<file path="src/rtl/pidc_pkg.sv">
`default_nettype none

package pidc_pkg;

   localparam int VW = 32;            // value width
   localparam int FB = 16;            // fraction bits
   localparam int QW = VW + FB;       // wide quotient / shifted product width
   localparam int CW = 3;             // csr index width

   localparam logic [VW-1:0] VMAX = {1'b0, {(VW-1){1'b1}}};
   localparam logic [VW-1:0] VMIN = {1'b1, {(VW-1){1'b0}}};
   localparam logic [VW-1:0] HALF = VW'(180) << FB;
   localparam logic [VW-1:0] FULL = VW'(360) << FB;

   localparam logic OP_STEP  = 1'b0;
   localparam logic OP_CLEAR = 1'b1;

   localparam logic [CW-1:0] REG_GAIN_P    = 3'd0;
   localparam logic [CW-1:0] REG_GAIN_I    = 3'd1;
   localparam logic [CW-1:0] REG_GAIN_D    = 3'd2;
   localparam logic [CW-1:0] REG_SCALE     = 3'd3;
   localparam logic [CW-1:0] REG_LIMIT     = 3'd4;
   localparam logic [CW-1:0] REG_WRAP      = 3'd5;
   localparam logic [CW-1:0] REG_EXT_RATE  = 3'd6;

   typedef enum logic [3:0] {
      ST_IDLE,
      ST_ERR,
      ST_WRAP,
      ST_MUL_I,
      ST_DIV_D,
      ST_MUL_P,
      ST_MUL_I2,
      ST_MUL_D,
      ST_MUL_S,
      ST_DONE
   } state_type;

   typedef struct packed {
      logic busy;
      logic done;
   } unit_stat_type;

   // sign and magnitude to saturated signed value
   function automatic logic [VW-1:0] sat_mag(input logic neg, input logic [QW-1:0] m);
      logic [VW-1:0] r;
      if (neg) begin
         if (m >= QW'(VMIN)) r = VMIN;
         else r = ~m[VW-1:0] + VW'(1);
      end else begin
         if (m > QW'(VMAX)) r = VMAX;
         else r = m[VW-1:0];
      end
      return r;
   endfunction

   function automatic logic [VW-1:0] sat_add(input logic [VW-1:0] a, input logic [VW-1:0] b);
      logic [VW:0] s;
      logic [VW-1:0] r;
      s = {a[VW-1], a} + {b[VW-1], b};
      if (s[VW] != s[VW-1]) r = s[VW] ? VMIN : VMAX;
      else r = s[VW-1:0];
      return r;
   endfunction

endpackage

`default_nettype wire

</file>
<file path="src/rtl/pidc_mul.sv">
`default_nettype none

// Radix-2 shift-add multiplier on magnitudes; result is the product
// shifted right by the fraction bits, truncated toward zero and saturated.
module pidc_mul (
   input  wire logic                       clock,
   input  wire logic                       reset,
   input  wire logic                       start,
   input  wire logic [pidc_pkg::VW-1:0]    a,
   input  wire logic [pidc_pkg::VW-1:0]    b,
   output pidc_pkg::unit_stat_type         stat,
   output logic      [pidc_pkg::VW-1:0]    result
);

   localparam int W = pidc_pkg::VW;

   logic [W-1:0]          mcand_ff, mcand_in;
   logic [W-1:0]          mplier_ff, mplier_in;
   logic [W:0]            acc_ff, acc_in;
   logic [W-1:0]          lo_ff, lo_in;
   logic                  neg_ff, neg_in;
   logic [$clog2(W)-1:0]  cnt_ff, cnt_in;
   logic                  busy_ff, busy_in;
   logic                  done_ff, done_in;
   logic [W:0]            sum;
   logic [2*W-1:0]        prod;

   always_comb begin
      mcand_in  = mcand_ff;
      mplier_in = mplier_ff;
      acc_in    = acc_ff;
      lo_in     = lo_ff;
      neg_in    = neg_ff;
      cnt_in    = cnt_ff;
      busy_in   = busy_ff;
      done_in   = 1'b0;
      sum       = acc_ff + (mplier_ff[0] ? {1'b0, mcand_ff} : '0);
      if (start && !busy_ff) begin
         mcand_in  = a[W-1] ? (~a + W'(1)) : a;
         mplier_in = b[W-1] ? (~b + W'(1)) : b;
         neg_in    = a[W-1] ^ b[W-1];
         acc_in    = '0;
         lo_in     = '0;
         cnt_in    = '0;
         busy_in   = 1'b1;
      end else if (busy_ff) begin
         acc_in    = {1'b0, sum[W:1]};
         lo_in     = {sum[0], lo_ff[W-1:1]};
         mplier_in = {1'b0, mplier_ff[W-1:1]};
         cnt_in    = cnt_ff + 1'b1;
         if (cnt_ff == ($clog2(W))'(W-1)) begin
            busy_in = 1'b0;
            done_in = 1'b1;
         end
      end
   end

   always_ff @(posedge clock) begin
      if (reset) begin
         busy_ff <= 1'b0;
         done_ff <= 1'b0;
      end else begin
         busy_ff <= busy_in;
         done_ff <= done_in;
      end
      mcand_ff  <= mcand_in;
      mplier_ff <= mplier_in;
      acc_ff    <= acc_in;
      lo_ff     <= lo_in;
      neg_ff    <= neg_in;
      cnt_ff    <= cnt_in;
   end

   assign prod        = {acc_ff[W-1:0], lo_ff};
   assign result      = pidc_pkg::sat_mag(neg_ff, prod[2*W-1:pidc_pkg::FB]);
   assign stat.busy   = busy_ff;
   assign stat.done   = done_ff;

endmodule

`default_nettype wire

</file>
<file path="src/rtl/pidc_div.sv">
`default_nettype none

// Restoring divider, one quotient bit per cycle. The numerator register
// turns into the quotient as it shifts.
module pidc_div (
   input  wire logic                       clock,
   input  wire logic                       reset,
   input  wire logic                       start,
   input  wire logic [pidc_pkg::QW-1:0]    num,
   input  wire logic [pidc_pkg::VW-2:0]    den,
   output pidc_pkg::unit_stat_type         stat,
   output logic      [pidc_pkg::QW-1:0]    quot,
   output logic      [pidc_pkg::VW-1:0]    rem
);

   localparam int W = pidc_pkg::VW;
   localparam int Q = pidc_pkg::QW;

   logic [Q-1:0]          num_ff, num_in;
   logic [W-2:0]          den_ff, den_in;
   logic [W-1:0]          rem_ff, rem_in;
   logic [$clog2(Q)-1:0]  cnt_ff, cnt_in;
   logic                  busy_ff, busy_in;
   logic                  done_ff, done_in;
   logic [W:0]            trial;
   logic [W:0]            diff;

   always_comb begin
      num_in  = num_ff;
      den_in  = den_ff;
      rem_in  = rem_ff;
      cnt_in  = cnt_ff;
      busy_in = busy_ff;
      done_in = 1'b0;
      trial   = {rem_ff, num_ff[Q-1]};
      diff    = trial - {2'b00, den_ff};
      if (start && !busy_ff) begin
         num_in  = num;
         den_in  = den;
         rem_in  = '0;
         cnt_in  = '0;
         busy_in = 1'b1;
      end else if (busy_ff) begin
         if (trial >= {2'b00, den_ff}) begin
            rem_in = diff[W-1:0];
            num_in = {num_ff[Q-2:0], 1'b1};
         end else begin
            rem_in = trial[W-1:0];
            num_in = {num_ff[Q-2:0], 1'b0};
         end
         cnt_in = cnt_ff + 1'b1;
         if (cnt_ff == ($clog2(Q))'(Q-1)) begin
            busy_in = 1'b0;
            done_in = 1'b1;
         end
      end
   end

   always_ff @(posedge clock) begin
      if (reset) begin
         busy_ff <= 1'b0;
         done_ff <= 1'b0;
      end else begin
         busy_ff <= busy_in;
         done_ff <= done_in;
      end
      num_ff <= num_in;
      den_ff <= den_in;
      rem_ff <= rem_in;
      cnt_ff <= cnt_in;
   end

   assign quot      = num_ff;
   assign rem       = rem_ff;
   assign stat.busy = busy_ff;
   assign stat.done = done_ff;

endmodule

`default_nettype wire

</file>
<file path="src/rtl/pid_step_with_integrator_clamp.sv">
`default_nettype none
// One item at a time, using the shared bit-serial multiplier
// (five products) and the restoring divider (used for the angle wrap and for
// the error-change derivative).
// Reset (synchronous, active high) zeroes gains, limit, mode bits, integrator and
// previous error, and sets the output scale to 1.0.
module pid_step_with_integrator_clamp (
   input  wire logic        clock,
   input  wire logic        reset,
   input  wire logic        req_valid,
   output logic             req_ready,
   input  wire logic        req_op,
   input  wire logic [31:0] req_target,
   input  wire logic [31:0] req_measured,
   input  wire logic [30:0] req_time_step,
   input  wire logic [31:0] req_measured_rate,
   output logic             rsp_valid,
   input  wire logic        rsp_ready,
   output logic [31:0]      rsp_drive,
   output logic             rsp_integral_clamped,
   input  wire logic        csr_valid,
   output logic             csr_ready,
   input  wire logic [2:0]  csr_index,
   input  wire logic [31:0] csr_data
);

   localparam int W = pidc_pkg::VW;

   pidc_pkg::state_type state_ff, state_in;

   logic [W-1:0] gain_p_ff, gain_i_ff, gain_d_ff, scale_ff;
   logic [W-2:0] limit_ff;
   logic         wrap_ff, ext_ff;

   logic [W-1:0] tgt_ff, meas_ff, rate_ff;
   logic [W-2:0] dt_ff;
   logic [W-1:0] integ_ff, prev_ff, err_ff, deriv_ff, sum_ff;
   logic         clamped_ff;
   logic         launched_ff;
   logic         rsp_valid_ff;
   logic [W-1:0] rsp_drive_ff;
   logic         rsp_clamped_ff;

   pidc_pkg::unit_stat_type mul_stat, div_stat;
   logic [W-1:0]            mul_a, mul_b, mul_res;
   logic                    mul_start, div_start;
   logic [pidc_pkg::QW-1:0] div_num, div_quot;
   logic [W-2:0]            div_den;
   logic [W-1:0]            div_rem;

   logic [W:0]   d, dmag;
   logic         dneg;
   logic         wrap_case;
   logic [W-1:0] err_sat;
   logic [W:0]   e, emag;
   logic         eneg;
   logic [W-1:0] wrap_s, wrap_err;
   logic [W-1:0] integ_sum;
   logic [W:0]   lim33;
   logic         out_free;
   logic         in_mul, in_div;

   // error difference and angle wrap decision
   always_comb begin
      d         = {tgt_ff[W-1], tgt_ff} - {meas_ff[W-1], meas_ff};
      dneg      = d[W];
      dmag      = dneg ? (~d + (W+1)'(1)) : d;
      wrap_case = wrap_ff && ((!dneg && dmag >= {1'b0, pidc_pkg::HALF}) ||
                              (dneg && dmag > {1'b0, pidc_pkg::HALF}));
      if (d[W] != d[W-1]) err_sat = d[W] ? pidc_pkg::VMIN : pidc_pkg::VMAX;
      else err_sat = d[W-1:0];
      wrap_s = {7'd0, div_rem[24:0]} + pidc_pkg::HALF;
      if (wrap_s >= pidc_pkg::FULL) wrap_s = wrap_s - pidc_pkg::FULL;
      wrap_err = dneg ? (pidc_pkg::HALF - wrap_s) : (wrap_s - pidc_pkg::HALF);
      e    = {err_ff[W-1], err_ff} - {prev_ff[W-1], prev_ff};
      eneg = e[W];
      emag = eneg ? (~e + (W+1)'(1)) : e;
      integ_sum = pidc_pkg::sat_add(integ_ff, mul_res);
      lim33     = {2'b00, limit_ff};
   end

   assign out_free = !rsp_valid_ff || rsp_ready;

   // next state
   always_comb begin
      state_in = state_ff;
      case (state_ff)
         pidc_pkg::ST_IDLE:
            if (req_valid && req_op == pidc_pkg::OP_STEP) state_in = pidc_pkg::ST_ERR;
         pidc_pkg::ST_ERR:
            state_in = wrap_case ? pidc_pkg::ST_WRAP : pidc_pkg::ST_MUL_I;
         pidc_pkg::ST_WRAP:
            if (div_stat.done) state_in = pidc_pkg::ST_MUL_I;
         pidc_pkg::ST_MUL_I:
            if (mul_stat.done) begin
               if (ext_ff || emag == '0) state_in = pidc_pkg::ST_MUL_P;
               else state_in = pidc_pkg::ST_DIV_D;
            end
         pidc_pkg::ST_DIV_D:
            if (div_stat.done) state_in = pidc_pkg::ST_MUL_P;
         pidc_pkg::ST_MUL_P:
            if (mul_stat.done) state_in = pidc_pkg::ST_MUL_I2;
         pidc_pkg::ST_MUL_I2:
            if (mul_stat.done) state_in = pidc_pkg::ST_MUL_D;
         pidc_pkg::ST_MUL_D:
            if (mul_stat.done) state_in = pidc_pkg::ST_MUL_S;
         pidc_pkg::ST_MUL_S:
            if (mul_stat.done) state_in = pidc_pkg::ST_DONE;
         pidc_pkg::ST_DONE:
            if (out_free) state_in = pidc_pkg::ST_IDLE;
         default:
            state_in = pidc_pkg::ST_IDLE;
      endcase
   end

   // unit control and operand selection
   always_comb begin
      in_mul = 1'b0;
      in_div = 1'b0;
      mul_a  = err_ff;
      mul_b  = {1'b0, dt_ff};
      div_num = {emag[W-1:0], {pidc_pkg::FB{1'b0}}};
      div_den = dt_ff;
      case (state_ff)
         pidc_pkg::ST_WRAP: begin
            in_div  = 1'b1;
            div_num = {{(pidc_pkg::QW-W-1){1'b0}}, dmag};
            div_den = pidc_pkg::FULL[W-2:0];
         end
         pidc_pkg::ST_MUL_I:  in_mul = 1'b1;
         pidc_pkg::ST_DIV_D:  in_div = 1'b1;
         pidc_pkg::ST_MUL_P: begin
            in_mul = 1'b1;
            mul_a  = gain_p_ff;
            mul_b  = err_ff;
         end
         pidc_pkg::ST_MUL_I2: begin
            in_mul = 1'b1;
            mul_a  = gain_i_ff;
            mul_b  = integ_ff;
         end
         pidc_pkg::ST_MUL_D: begin
            in_mul = 1'b1;
            mul_a  = gain_d_ff;
            mul_b  = deriv_ff;
         end
         pidc_pkg::ST_MUL_S: begin
            in_mul = 1'b1;
            mul_a  = scale_ff;
            mul_b  = sum_ff;
         end
         default: begin
            in_mul = 1'b0;
            in_div = 1'b0;
         end
      endcase
      mul_start = in_mul && !launched_ff;
      div_start = in_div && !launched_ff;
   end

   pidc_mul u_mul (
      .clock  (clock),
      .reset  (reset),
      .start  (mul_start),
      .a      (mul_a),
      .b      (mul_b),
      .stat   (mul_stat),
      .result (mul_res)
   );

   pidc_div u_div (
      .clock (clock),
      .reset (reset),
      .start (div_start),
      .num   (div_num),
      .den   (div_den),
      .stat  (div_stat),
      .quot  (div_quot),
      .rem   (div_rem)
   );

   always_ff @(posedge clock) begin
      if (reset) begin
         state_ff       <= pidc_pkg::ST_IDLE;
         launched_ff    <= 1'b0;
         rsp_valid_ff   <= 1'b0;
         gain_p_ff      <= '0;
         gain_i_ff      <= '0;
         gain_d_ff      <= '0;
         scale_ff       <= W'(1) << pidc_pkg::FB;
         limit_ff       <= '0;
         wrap_ff        <= 1'b0;
         ext_ff         <= 1'b0;
         integ_ff       <= '0;
         prev_ff        <= '0;
      end else begin
         state_ff <= state_in;
         if (mul_start || div_start) launched_ff <= 1'b1;
         else if (mul_stat.done || div_stat.done) launched_ff <= 1'b0;

         if (csr_valid) begin
            case (csr_index)
               pidc_pkg::REG_GAIN_P:   gain_p_ff <= csr_data;
               pidc_pkg::REG_GAIN_I:   gain_i_ff <= csr_data;
               pidc_pkg::REG_GAIN_D:   gain_d_ff <= csr_data;
               pidc_pkg::REG_SCALE:    scale_ff  <= csr_data;
               pidc_pkg::REG_LIMIT:    limit_ff  <= csr_data[W-2:0];
               pidc_pkg::REG_WRAP:     wrap_ff   <= csr_data[0];
               pidc_pkg::REG_EXT_RATE: ext_ff    <= csr_data[0];
               default: ;
            endcase
         end

         if (state_ff == pidc_pkg::ST_IDLE && req_valid && req_op == pidc_pkg::OP_CLEAR) begin
            integ_ff <= '0;
            prev_ff  <= '0;
         end
         if (state_ff == pidc_pkg::ST_MUL_I && mul_stat.done) begin
            if ($signed({integ_sum[W-1], integ_sum}) > $signed(lim33)) begin
               integ_ff   <= {1'b0, limit_ff};
               clamped_ff <= 1'b1;
            end else if ($signed({integ_sum[W-1], integ_sum}) < -$signed(lim33)) begin
               integ_ff   <= ~{1'b0, limit_ff} + W'(1);
               clamped_ff <= 1'b1;
            end else begin
               integ_ff   <= integ_sum;
               clamped_ff <= 1'b0;
            end
         end
         if (state_ff == pidc_pkg::ST_MUL_P && mul_stat.done) prev_ff <= err_ff;

         if (state_ff == pidc_pkg::ST_DONE && out_free) rsp_valid_ff <= 1'b1;
         else if (rsp_ready) rsp_valid_ff <= 1'b0;
      end

      if (state_ff == pidc_pkg::ST_IDLE && req_valid) begin
         tgt_ff  <= req_target;
         meas_ff <= req_measured;
         dt_ff   <= req_time_step;
         rate_ff <= req_measured_rate;
      end
      if (state_ff == pidc_pkg::ST_ERR) err_ff <= err_sat;
      if (state_ff == pidc_pkg::ST_WRAP && div_stat.done) err_ff <= wrap_err;

      if (state_ff == pidc_pkg::ST_MUL_I && mul_stat.done) begin
         if (ext_ff) deriv_ff <= (rate_ff == pidc_pkg::VMIN) ? pidc_pkg::VMAX
                                                             : (~rate_ff + W'(1));
         else deriv_ff <= '0;   // zero error change
      end
      if (state_ff == pidc_pkg::ST_DIV_D && div_stat.done)
         deriv_ff <= pidc_pkg::sat_mag(eneg, div_quot);

      if (mul_stat.done) begin
         case (state_ff)
            pidc_pkg::ST_MUL_P:  sum_ff <= mul_res;
            pidc_pkg::ST_MUL_I2: sum_ff <= pidc_pkg::sat_add(sum_ff, mul_res);
            pidc_pkg::ST_MUL_D:  sum_ff <= pidc_pkg::sat_add(sum_ff, mul_res);
            pidc_pkg::ST_MUL_S:  sum_ff <= mul_res;
            default: ;
         endcase
      end

      if (state_ff == pidc_pkg::ST_DONE && out_free) begin
         rsp_drive_ff   <= sum_ff;
         rsp_clamped_ff <= clamped_ff;
      end
   end

   assign req_ready            = (state_ff == pidc_pkg::ST_IDLE);
   assign csr_ready            = 1'b1;
   assign rsp_valid            = rsp_valid_ff;
   assign rsp_drive            = rsp_drive_ff;
   assign rsp_integral_clamped = rsp_clamped_ff;

   a_one_unit: assert property (@(posedge clock) disable iff (reset)
      !(mul_stat.busy && div_stat.busy))
      else $error("multiplier and divider busy together");

   a_step_starts: assert property (@(posedge clock) disable iff (reset)
      (req_valid && req_ready && req_op == pidc_pkg::OP_STEP) |=> state_ff == pidc_pkg::ST_ERR)
      else $error("accepted step item did not start");

   a_mul_done_owned: assert property (@(posedge clock) disable iff (reset)
      mul_stat.done |-> (state_ff == pidc_pkg::ST_MUL_I || state_ff == pidc_pkg::ST_MUL_P ||
                         state_ff == pidc_pkg::ST_MUL_I2 || state_ff == pidc_pkg::ST_MUL_D ||
                         state_ff == pidc_pkg::ST_MUL_S))
      else $error("multiplier finished outside a product state");

   a_done_gives_result: assert property (@(posedge clock) disable iff (reset)
      (state_ff == pidc_pkg::ST_DONE && out_free) |=> rsp_valid)
      else $error("finished item not presented");

endmodule

`default_nettype wire
</file>
<file path="config.mk">
export PLATFORM = sky130hd
export DESIGN_NAME = pid_step_with_integrator_clamp
export DESIGN_NICKNAME = d
export VERILOG_FILES = /design/src/rtl/pidc_pkg.sv /design/src/rtl/pidc_mul.sv /design/src/rtl/pidc_div.sv /design/src/rtl/pid_step_with_integrator_clamp.sv
export SDC_FILE = /design/constraint.sdc
export NUM_CORES = 2
export LEC_CHECK = 0
export ABC_AREA = 1
export BUFFER_PORTS_ARGS = -buffer_cell sky130_fd_sc_hd__buf_4
export CAP_MARGIN = 30
export CELL_PAD_IN_SITES_DETAIL_PLACEMENT = 1
export CELL_PAD_IN_SITES_GLOBAL_PLACEMENT = 1
export CORE_MARGIN = 4
export CORE_UTILIZATION = 42
export CTS_BUF_LIST = sky130_fd_sc_hd__clkbuf_16
export CTS_CLUSTER_SIZE = 30
export DETAILED_ROUTE_END_ITERATION = 12
export GPL_ROUTABILITY_DRIVEN = 0
export HOLD_SLACK_MARGIN = 0.1
export MAX_ROUTING_LAYER = met4
export PLACE_DENSITY_LB_ADDON = 0.2
export SYNTH_ARGS = -nofsm -noshare
export SYNTH_HDL_FRONTEND = slang
export SYNTH_SLANG_ARGS = --single-unit
</file>
<file path="constraint.sdc">
create_clock -name clock -period 7.73 [get_ports clock]
set_input_delay 0.3865 -clock clock [delete_from_list [all_inputs] [get_ports clock]]
set_output_delay 0.3865 -clock clock [all_outputs]
set_load 0.005 [all_outputs]
</file>
==> results.yml <==
status:
  status: "finished clean"
logic_synthesis:
  yosysWarnings: 0
  synth_commonest_cells: "nand2_1 (1623), inv_1 (1042), nor2_1 (796)"
  ys_ff_latch: 727
  seq_area_frac_synth_pct: 36.6
  synthArstFlopShare_pct: 0
  synthCells: 7160
  yosysUniqueCellTypes: 70
  synth_most_common_cell: "nand2_1"
  synth-edff-count: 401
  synth.largest_area_cell: "edfxtp_1"
  syn_area_um2: 50700
  ys_top_cells_by_area: "edfxtp_1 (24%), dfxtp_1 (13%), nand2_1 (12%)"
  synth.avg_cell_area_um2: 7.08
  netlist.area_leader.share_pct: 23.8
  syn-num-nets: 7607
  ys.flop_type: "edfxtp_1"
clock_network:
  cts_max_path_buffers: 3
  cts_root_buffer: "clkbuf_16"
  clock_latency_ns: 0.72
  path_clk_slew_ns: 0.06
  htree_levels: 3
  cts_buffers: 86
  cts_tree: "yes"
  clock_sinks: 727
hold_path:
  min_from: "csr_index[2]"
  min_path_type: "in2reg"
power_and_ir_drop:
  seq_power_share_pct: 23.9
  pwr-share-comb_pct: 59.1
  intPower_mw: 12.7
  swShare_pct: 50.7
  power.density_nw_per_um2: 432
  p_sw_mw: 13.0
  ir_worst_vdd_mv: 0.209
  p_clk_share_pct: 17.0
  leakage_nw: 27.0
die:
  ios: 204
  rows: 127
  dieHeight_um: 355
  dieArea_um2: 126000
  initial_utilization_pct: 42.3
  die_w_um: 355
  core_area_um2: 120000
setup_path:
  critPathMaxStageDelay_ns: 0.36
  worstPathArrival_ns: 7.90
  critPathLaunchType: "flip-flop"
  critPathMostFrequentCell: "inv_1"
  reg2reg_from: "u_mul.lo_ff[18]"
  slowest_stage: "ha_1"
  startpoint: "u_mul.lo_ff[18]"
  crit_type: "reg2reg"
  cp-end-kind: "flip-flop"
  worstPathRequired_ns: 8.27
  worstPathMaxFanout: 21
layout:
  fillCellCount: 15200
  utilization_pct: 49.6
  layout-drive-gt1-share_pct: 8.88
  fin_area_um2: 59500
  syn2layout_area_growth_pct: 17.4
  nets: 7987
  largest_reg_flops: 48
  final_cells: 9228
sta:
  rsz0062_at_grt: "yes"
  slew_headroom_pct: 31.6
  timing.fmax_ghz: 0.136
  fin_crit_ns: 7.36
  min_period_over_period_pct: 95.2
  slew_violations: 0
  finClkSkew_ns: 0.0351
  finalSetupViolations: 0
  max_slew.worst_pin.slew_ns: 1.03
  final_hold_viol_count: 0
  setup_slack_ns: 0.369
place:
  port_buffers: 202
  placedCellCount: 8882
  hpwl_mm: 160
  placed_area_um2: 54400
  dp_slack_ns: 0.0460
routing:
  first_pass_iters: 6
  viasPerCell: 5.68
  drc_errors: 0
  wire_per_inst_um: 23.0
  wl_mm: 212
  vias: 52400
  drt_iter0_drc: 4272
  final_antenna_net_count: 0
global_route:
  grt_max_degree: 129
  grt_pass1_wl_mm: 318
  grt_pass1_vias: 52900
  antenna_found_initial: 7
  grt-ovfl-total: 0
  grt_usage_pct: 33.5
run:
  drv_cap: 0
cells in the final DEF (no fill, tap or decap), types with 15 or more instances in the layout:
master / count
a211oi_1: 18
xnor2_1: 59
nor3_2: 16
nor3_1: 66
inv_1: 1051
a22oi_1: 31
nor4_1: 15
o22ai_1: 44
nand3b_1: 17
nand3_1: 349
a21oi_1: 530
dfxtp_1: 325
o211ai_1: 48
o21bai_1: 21
nand2_2: 23
buf_4: 337
edfxtp_1: 401
nor2_2: 31
ha_1: 267
clkinv_1: 19
nand4_1: 87
o21a_1: 26
nand2_1: 1614
or2_2: 27
a22o_1: 23
o221ai_1: 22
a31oi_1: 74
dlygate4sd3_1: 165
clkbuf_16: 88
o21ai_0: 608
o21ai_1: 30
inv_2: 17
xor2_1: 150
nor2_1: 784
what timing repair did:
action | in CTS | in global routing
endpoints found under the hold margin | 285 | 0
hold buffers | 165 | 0
endpoints found under the setup margin | 18 | 33
gates cloned | 0 | 1
gates resized for setup | 1 | 73
pin swaps | 0 | 27
setup buffers | 0 | 13
final cells by class:
| class | instances | area, um2 | share of cell area (%) |
|---|---|---|---|
| tap | 1612 | 2020 | 3.39 |
| sequential | 727 | 18600 | 31.2 |
| clock inverter | 70 | 743 | 1.25 |
| multi-input combinational | 5150 | 27500 | 46.3 |
| timing repair buffer | 516 | 4430 | 7.44 |
| clock buffer | 88 | 2200 | 3.70 |
| antenna | 6 | 15.0 | 0.0252 |
| inverter | 1059 | 3980 | 6.69 |
routing by layer:
layer / routed length (um) / up-vias / share of wire [%] / track usage, %
li1: - / 24500 / - / -
met1: 85500 / 25600 / 40 / 40.3
met2: 101000 / 1756 / 47 / 55.6
met3: 13400 / 504 / 6.3 / 4.50
met4: 12500 / 0 / 5.9 / 16.1
met5: 0 / - / 0 / -
per-stage QoR:
step | setup TNS [ns] | hold slack [ns] | power [mW]
after floorplan | 0 | 0.400 | 15.7
after global placement | 0 | 0.434 | 20.1
after detailed placement | 0 | 0.443 | 20.7
after CTS | 0 | 0.112 | 25.2
after global routing | -3.76 | 0.178 | 27.5
final | 0 | 0.157 | 25.7
critical path: cells and delay by family (launching register included):
kind                     cells  cell delay, ns
XOR/XNOR                     2            0.33
AO/OA/AOI/OAI                6            1.11
adder cells (fa/ha/maj)      3            0.84
buffers and inverters       13            1.36
AND/OR/NAND/NOR             24            3.16
flip-flops                   1            0.35
worst paths after layout:
path	end	cells after the start	slack, ns
max	integ_ff[27]	48	0.37
min	ext_ff	4	0.16
max reg2reg	integ_ff[27]	48	0.37
min reg2reg	scale_ff[23]	2	0.45
power by group through the flow:
stage / Clock [mW] / Combinational [mW] / Sequential (mW)
after floorplan: 0 / 9.81 / 5.85
after global placement: 0 / 14.0 / 6.15
after detailed placement: 0 / 14.5 / 6.18
after CTS: 4.40 / 14.7 / 6.11
after global routing: 4.56 / 16.7 / 6.22
final: 4.36 / 15.2 / 6.16
cell families after synthesis:
family / Yosys count / synth area share [%]
flops: 727 / 36.6
other cells: 1 / 0.00740
fa+ha+maj: 279 / 6.98
buf+inv: 1283 / 9.75
simple gates: 3087 / 25.5
xor+xnor: 211 / 3.66
compound gates: 1572 / 17.5
Power figures use the tool's default switching activity.
